<file path="config.mk">
export PLATFORM = sky130hd
export DESIGN_NAME = bma_avg_pipe
export DESIGN_NICKNAME = d
export VERILOG_FILES = /design/src/rtl/core/bma_pkg.sv /design/src/rtl/core/bma_avg_pipe.sv
export SDC_FILE = /design/constraint.sdc
export NUM_CORES = 2
export LEC_CHECK = 0
export BUFFER_PORTS_ARGS = -buffer_cell sky130_fd_sc_hd__buf_2
export CORE_ASPECT_RATIO = 1.2
export CORE_MARGIN = 8
export CORE_UTILIZATION = 30
export DETAILED_ROUTE_END_ITERATION = 8
export MAX_ROUTING_LAYER = met4
export PLACE_DENSITY = 0.54
export SLEW_MARGIN = 10
export SYNTH_ARGS = -nofsm -noshare
export SYNTH_HDL_FRONTEND = slang
export SYNTH_SLANG_ARGS = --single-unit
</file>
<file path="constraint.sdc">
create_clock -name clock -period 28.9 [get_ports clock]
set_clock_uncertainty 0.05 [all_clocks]
set_input_delay 2.89 -clock clock [delete_from_list [all_inputs] [get_ports clock]]
set_output_delay 2.89 -clock clock [all_outputs]
set_load 0.01 [all_outputs]
</file>
<file path="src/rtl/core/bma_pkg.sv">
// Shared types, constants and the reciprocal table of the mosaic block averager.
// No dependencies; the averaging pipeline and the top level import this package.
package bma_pkg;

   // Default frame limits handed to the top level as parameter defaults.
   localparam int DEF_MAX_WIDTH  = 320;
   localparam int DEF_MAX_HEIGHT = 240;

   // Register field widths and reset values.
   localparam int BLOCK_SIZE_W       = 3;
   localparam int FRAME_WIDTH_W      = 9;
   localparam int FRAME_HEIGHT_W     = 8;
   localparam int BLOCK_SIZE_RESET   = 2;
   localparam int FRAME_WIDTH_RESET  = 320;
   localparam int FRAME_HEIGHT_RESET = 240;
   localparam int MIN_BLOCK          = 2;

   // Register write port.
   localparam int CSR_INDEX_W = 2;
   localparam int CSR_DATA_W  = 9;
   localparam logic [CSR_INDEX_W-1:0] CSR_BLOCK_SIZE   = 2'd0;
   localparam logic [CSR_INDEX_W-1:0] CSR_FRAME_WIDTH  = 2'd1;
   localparam logic [CSR_INDEX_W-1:0] CSR_FRAME_HEIGHT = 2'd2;

   // Pixel and accumulator widths.
   localparam int PIX_W          = 8;
   localparam int CHANNELS       = 3;
   localparam int SUM_W          = 14;
   localparam int CNT_W          = 6;
   localparam int BLOCK_COLUMN_W = 8;
   localparam int BLOCK_ROW_W    = 7;
   localparam int AVG_MAX        = 255;

   // Division by the qualifying count is a multiply by ceil(2^20 / count).
   localparam int RECIP_W     = 20;
   localparam int RECIP_SHIFT = 20;
   localparam int PROD_W      = SUM_W + RECIP_W;

   // Channel order inside the accumulator word.
   localparam int CH_RED   = 0;
   localparam int CH_GREEN = 1;
   localparam int CH_BLUE  = 2;

   // One entry of the block-column accumulator memory.
   typedef struct packed {
      logic [CHANNELS-1:0][SUM_W-1:0] sum;
      logic [CNT_W-1:0]               count;
   } bma_acc_type;

   // A completed block on its way to the averaging pipeline.
   typedef struct packed {
      logic [BLOCK_COLUMN_W-1:0] block_column;
      logic [BLOCK_ROW_W-1:0]    block_row;
      logic                      frame_done;
      bma_acc_type               acc;
   } bma_job_type;

   // One result transaction.
   typedef struct packed {
      logic [BLOCK_COLUMN_W-1:0] block_column;
      logic [BLOCK_ROW_W-1:0]    block_row;
      logic [PIX_W-1:0]          avg_red;
      logic [PIX_W-1:0]          avg_green;
      logic [PIX_W-1:0]          avg_blue;
      logic                      frame_done;
   } bma_result_type;

   // ceil(2^20 / count) for counts 2..63. Counts 0 and 1 take the raw sum instead.
   function automatic logic [RECIP_W-1:0] bma_recip(input logic [CNT_W-1:0] count);
      logic [RECIP_W-1:0] r;
      case (count)
         6'd2:  r = 20'd524288;
         6'd3:  r = 20'd349526;
         6'd4:  r = 20'd262144;
         6'd5:  r = 20'd209716;
         6'd6:  r = 20'd174763;
         6'd7:  r = 20'd149797;
         6'd8:  r = 20'd131072;
         6'd9:  r = 20'd116509;
         6'd10: r = 20'd104858;
         6'd11: r = 20'd95326;
         6'd12: r = 20'd87382;
         6'd13: r = 20'd80660;
         6'd14: r = 20'd74899;
         6'd15: r = 20'd69906;
         6'd16: r = 20'd65536;
         6'd17: r = 20'd61681;
         6'd18: r = 20'd58255;
         6'd19: r = 20'd55189;
         6'd20: r = 20'd52429;
         6'd21: r = 20'd49933;
         6'd22: r = 20'd47663;
         6'd23: r = 20'd45591;
         6'd24: r = 20'd43691;
         6'd25: r = 20'd41944;
         6'd26: r = 20'd40330;
         6'd27: r = 20'd38837;
         6'd28: r = 20'd37450;
         6'd29: r = 20'd36158;
         6'd30: r = 20'd34953;
         6'd31: r = 20'd33826;
         6'd32: r = 20'd32768;
         6'd33: r = 20'd31776;
         6'd34: r = 20'd30841;
         6'd35: r = 20'd29960;
         6'd36: r = 20'd29128;
         6'd37: r = 20'd28340;
         6'd38: r = 20'd27595;
         6'd39: r = 20'd26887;
         6'd40: r = 20'd26215;
         6'd41: r = 20'd25576;
         6'd42: r = 20'd24967;
         6'd43: r = 20'd24386;
         6'd44: r = 20'd23832;
         6'd45: r = 20'd23302;
         6'd46: r = 20'd22796;
         6'd47: r = 20'd22311;
         6'd48: r = 20'd21846;
         6'd49: r = 20'd21400;
         6'd50: r = 20'd20972;
         6'd51: r = 20'd20561;
         6'd52: r = 20'd20165;
         6'd53: r = 20'd19785;
         6'd54: r = 20'd19419;
         6'd55: r = 20'd19066;
         6'd56: r = 20'd18725;
         6'd57: r = 20'd18397;
         6'd58: r = 20'd18079;
         6'd59: r = 20'd17773;
         6'd60: r = 20'd17477;
         6'd61: r = 20'd17190;
         6'd62: r = 20'd16913;
         6'd63: r = 20'd16645;
         default: r = '0;
      endcase
      return r;
   endfunction

endpackage

</file>
<file path="src/rtl/core/bma_avg_pipe.sv">
// Averaging pipeline: divides block sums by the qualifying count and saturates.
// Depends on bma_pkg for the job and result types and the reciprocal table.
module bma_avg_pipe (
   input  logic                    clock,
   input  logic                    reset,
   input  logic                    job_valid,
   output logic                    job_ready,
   input  bma_pkg::bma_job_type    job_data,
   output logic                    res_valid,
   input  logic                    res_ready,
   output bma_pkg::bma_result_type res_data
);
   import bma_pkg::*;

   logic           a_valid_ff, a_valid_in;
   bma_job_type    a_job_ff;
   logic           b_valid_ff, b_valid_in;
   bma_job_type    b_job_ff;
   logic [PROD_W-1:0] b_prod_ff [CHANNELS];
   logic [PROD_W-1:0] prod_in [CHANNELS];
   logic           res_valid_ff, res_valid_in;
   bma_result_type res_data_ff, res_data_in;
   logic           a_ready, b_ready, c_ready;
   logic [RECIP_W-1:0] recip;
   logic [SUM_W-1:0]   quot [CHANNELS];
   logic [PIX_W-1:0]   avg [CHANNELS];
   logic               raw;

   // Each stage moves on when the stage after it is empty or moving.
   assign c_ready   = !res_valid_ff || res_ready;
   assign b_ready   = !b_valid_ff || c_ready;
   assign a_ready   = !a_valid_ff || b_ready;
   assign job_ready = a_ready;

   always_comb begin
      a_valid_in   = a_ready ? job_valid : a_valid_ff;
      b_valid_in   = b_ready ? a_valid_ff : b_valid_ff;
      res_valid_in = c_ready ? b_valid_ff : res_valid_ff;
   end

   // Stage B: one multiply per channel by the reciprocal of the count.
   always_comb begin
      recip = bma_recip(a_job_ff.acc.count);
      for (int i = 0; i < CHANNELS; i++) begin
         prod_in[i] = PROD_W'(a_job_ff.acc.sum[i]) * PROD_W'(recip);
      end
   end

   // Stage C: pick quotient or raw sum, then clamp to the pixel range.
   always_comb begin
      raw = b_job_ff.acc.count < CNT_W'(MIN_BLOCK);
      for (int i = 0; i < CHANNELS; i++) begin
         quot[i] = raw ? b_job_ff.acc.sum[i] : b_prod_ff[i][RECIP_SHIFT +: SUM_W];
         avg[i]  = (quot[i] > SUM_W'(AVG_MAX)) ? PIX_W'(AVG_MAX) : quot[i][PIX_W-1:0];
      end
      res_data_in.block_column = b_job_ff.block_column;
      res_data_in.block_row    = b_job_ff.block_row;
      res_data_in.avg_red      = avg[CH_RED];
      res_data_in.avg_green    = avg[CH_GREEN];
      res_data_in.avg_blue     = avg[CH_BLUE];
      res_data_in.frame_done   = b_job_ff.frame_done;
   end

   always_ff @(posedge clock) begin
      if (reset) begin
         a_valid_ff   <= 1'b0;
         b_valid_ff   <= 1'b0;
         res_valid_ff <= 1'b0;
      end else begin
         a_valid_ff   <= a_valid_in;
         b_valid_ff   <= b_valid_in;
         res_valid_ff <= res_valid_in;
      end
   end

   always_ff @(posedge clock) begin
      if (a_ready && job_valid) begin
         a_job_ff <= job_data;
      end
      if (b_ready && a_valid_ff) begin
         b_job_ff <= a_job_ff;
         for (int i = 0; i < CHANNELS; i++) begin
            b_prod_ff[i] <= prod_in[i];
         end
      end
      if (c_ready && b_valid_ff) begin
         res_data_ff <= res_data_in;
      end
   end

   assign res_valid = res_valid_ff;
   assign res_data  = res_data_ff;

endmodule

</file>
==> results.sh <==
export IMPL_outcome="finished clean"
export IMPL_cts_root_buf="clkbuf_16"
export IMPL_num_vias=23800
export IMPL_rrSetupSlack_ns=22.13
export IMPL_crit_path_max_incr_delay_ns=0.98
export IMPL_wl_um=87400
export IMPL_fin_crit_sh_pct=23.4
export IMPL_die_area_um2=126000
export IMPL_grt_use_total_pct=14.4
export IMPL_ys_types=74
export IMPL_cp_slowest_cell="dfxtp_2"
export IMPL_end_kind="flop"
export IMPL_postCtsResizedCells=0
export IMPL_crit_buf_inv=3
export IMPL_ios=110
export IMPL_htreeDepth=1
export IMPL_synth_warnings=0
export IMPL_grt_pass1_vias=25900
export IMPL_synth_top_area_cell="fa_1"
export IMPL_ys_ff_latch=232
export IMPL_fmax_ghz=0.148
export IMPL_drc=0
export IMPL_drive_gt1_share_pct=6.54
export IMPL_nets=4488
export IMPL_crit_type="flop to flop"
export IMPL_clk_latency_ns=0.61
export IMPL_synthCells=3496
export IMPL_viasPerCell=4.74
export IMPL_path_max_fanout=42
export IMPL_antenna_left=0
export IMPL_setup_viol=0
export IMPL_yosysSeqAreaShare_pct=19.5
export IMPL_start_kind="flop"
export IMPL_dp_hpwl_um=64100
export IMPL_slew_limit_headroom_pct=29.1
export IMPL_seq_area_um2=6750
export IMPL_synth_top_area_share_pct=36.9
export IMPL_wl_per_cell_um=17.4
export IMPL_syn_cell_area_um2=34500
export IMPL_synth_edff_count=209
export IMPL_tightest_slew_ns=1.06
export IMPL_rsz0062_at_grt="no"
export IMPL_syn2layout_area_growth_pct=8.63
export IMPL_core_area_um2=114000
export IMPL_grt_max_degree=68
export IMPL_postCtsSetupRepairBufs=0
export IMPL_clkSlewWorstSetupHoldPaths_ns=0.06
export IMPL_antenna_found_initial=2
export IMPL_rows=136
export IMPL_worstHoldPathType="flop to flop"
export IMPL_drv_slew=0
export IMPL_io_buffer_count=109
export IMPL_period_needed_ns=6.77
export IMPL_finalSetupTns_ns=0
export IMPL_grt_pass1_wl_um=143000
export IMPL_async_flop_share_pct=0
export IMPL_timing_critical_path_mode_cell="fa_1"
export IMPL_cts_tree="yes"
export IMPL_syn_num_nets=4504
export IMPL_cts_buffer_depth=3
export IMPL_num_fill_cells=11900
export IMPL_cts_buffers=28
export IMPL_multi_input_area_um2=24600
export IMPL_avgSynthCellArea_um2=9.87
export IMPL_start_util_pct=30.2
export IMPL_first_pass_iters=7
export IMPL_crit_chain="nand2_1 -> fa_1 -> fa_1 -> inv_1 -> fa_1 -> fa_1 -> fa_1 -> inv_1 -> fa_1 -> inv_1 -> ha_1 -> and4_1 -> nand2_1 -> a2111oi_2 -> o31ai_2 -> a31oi_1 -> a21o_1 -> a21oi_2 -> xnor2_1"
export IMPL_critical_path_top_delay_family="adder cells"
export IMPL_cap_violations=0
export IMPL_synth_top_flop_cell="edfxtp_1"
export IMPL_finalHoldViolations=0
export IMPL_dieHeight_um=387
export IMPL_place_gp_congestion=0.866
export IMPL_ys_top_cells_by_area="fa_1, edfxtp_1, ha_1"
export IMPL_die_x_um=326
export IMPL_clkSinkCount=232
export IMPL_required_ns=29.20
export IMPL_postCtsHoldBufs=0
export IMPL_cp_arrival_ns=7.08
export IMPL_first_iter_violations=1106
export IMPL_overflow=0
state kept, by name, indices dropped and copies added, names as in the netlist:
name,cells
a_job_ff,64
a_valid_ff,1
b_job_ff,63
b_prod_ff,42
b_valid_ff,1
recip,20
res_data,40
res_valid,1
synthesized netlist by cell type (5+ instances only):
| library cell | n |
|---|---|
| a221oi_1 | 5 |
| nor2_1 | 74 |
| o22a_1 | 26 |
| o221ai_1 | 7 |
| ha_1 | 304 |
| nand3_1 | 23 |
| o21ai_0 | 51 |
| o22ai_1 | 5 |
| fa_1 | 636 |
| and3_1 | 14 |
| o211ai_1 | 14 |
| buf_2 | 9 |
| a31oi_1 | 13 |
| xnor2_1 | 29 |
| and2_1 | 366 |
| xor2_1 | 15 |
| or4_1 | 7 |
| a211oi_1 | 15 |
| nand4_1 | 12 |
| or3_1 | 5 |
| o21bai_1 | 5 |
| a21oi_1 | 97 |
| dfxtp_1 | 23 |
| o21a_1 | 10 |
| a21o_1 | 33 |
| o21ai_1 | 6 |
| inv_1 | 650 |
| nor2b_1 | 10 |
| nor3_1 | 20 |
| clkbuf_1 | 178 |
| edfxtp_1 | 209 |
| nand2_1 | 548 |
| buf_1 | 5 |
final cells by class:
class                      instances  share of cell area (%)
sequential                       232                    18.0
clock inverter                    21                   0.635
inverter                         652                    6.54
timing repair buffer             149                    2.26
clock buffer                      31                    1.93
tap                             1518                    5.07
antenna                            2                  0.0134
multi-input combinational       2417                    65.5
cell usage in the layout, fill, tap and decap left out, types with 5 or more instances in the layout:
cell type,instances
a21o_1,33
o22ai_1,5
xor2_1,15
buf_2,109
and2_1,366
dfxtp_2,11
nor3_1,20
o21a_1,10
xnor2_1,29
and3_1,14
nor2b_1,9
o21ai_0,51
nand2_1,548
clkbuf_16,28
or4_1,7
nor2_1,74
o221ai_1,7
o21ai_1,6
o21bai_1,5
or3_1,5
a21oi_1,97
a31oi_1,13
clkinvlp_4,5
fa_1,636
nand4_1,12
nand3_1,23
o211ai_1,14
ha_1,304
o22a_1,26
dfxtp_1,12
a211oi_1,15
inv_1,650
a221oi_1,5
buf_4,40
edfxtp_1,209
path summary, 6_finish.rpt:
path / startpoint / endpoint / cells after the start
setup / recovery: recip[13] / b_prod_ff[0][67] / 19
hold / removal: b_job_ff[61] / res_data[37] / 0
setup reg to reg: recip[13] / b_prod_ff[0][67] / 19
hold reg to reg: b_job_ff[61] / res_data[37] / 0
worst reg2reg max path: cells and delay by family (launching register included):
| kind | cells | cell delay (ns) |
|---|---|---|
| flip-flops | 1 | 0.98 |
| AO/OA/AOI/OAI | 5 | 1.36 |
| buffers and inverters | 3 | 0.14 |
| AND/OR/NAND/NOR | 3 | 0.55 |
| XOR/XNOR | 1 | 0.12 |
| adder cells (fa/ha/maj) | 7 | 3.34 |
metal layers:
| layer | share of wire [%] | wire (um) | vias up | track usage (%) |
|---|---|---|---|---|
| met5 | 0 | 0 | - | - |
| met4 | 3.1 | 2730 | 0 | 4.52 |
| met3 | 3.4 | 2970 | 132 | 0.942 |
| met2 | 51 | 44800 | 452 | 25.2 |
| met1 | 42 | 36900 | 12400 | 17.8 |
| li1 | - | - | 10800 | - |
metrics by stage:
step           setup slack [ns]  util, %  area (um2)  instances  hold slack [ns]
2_1_floorplan             17.56        -       34500       3496            0.350
4_1_cts                   22.08     32.8       37500       5020            0.370
3_5_place_dp              22.08     31.9       36500       4968            0.355
5_1_grt                   21.71     32.8       37500       5021            0.372
3_3_place_gp              22.19     31.9       36500       4968            0.350
6_report                  22.13     32.8       37500       5022            0.368
cell families after synthesis:
logic type | synth area share [%]
XOR/XNOR | 1.12
adder cells (fa/ha/maj) | 47.9
buffers and inverters | 9.32
flip-flops | 19.5
AO/OA/AOI/OAI | 6.36
multiplexers | 0.294
AND/OR/NAND/NOR | 15.4
Power is not shown: default switching activity piles up to over one toggle a cycle in this logic, so the estimate is an artifact.
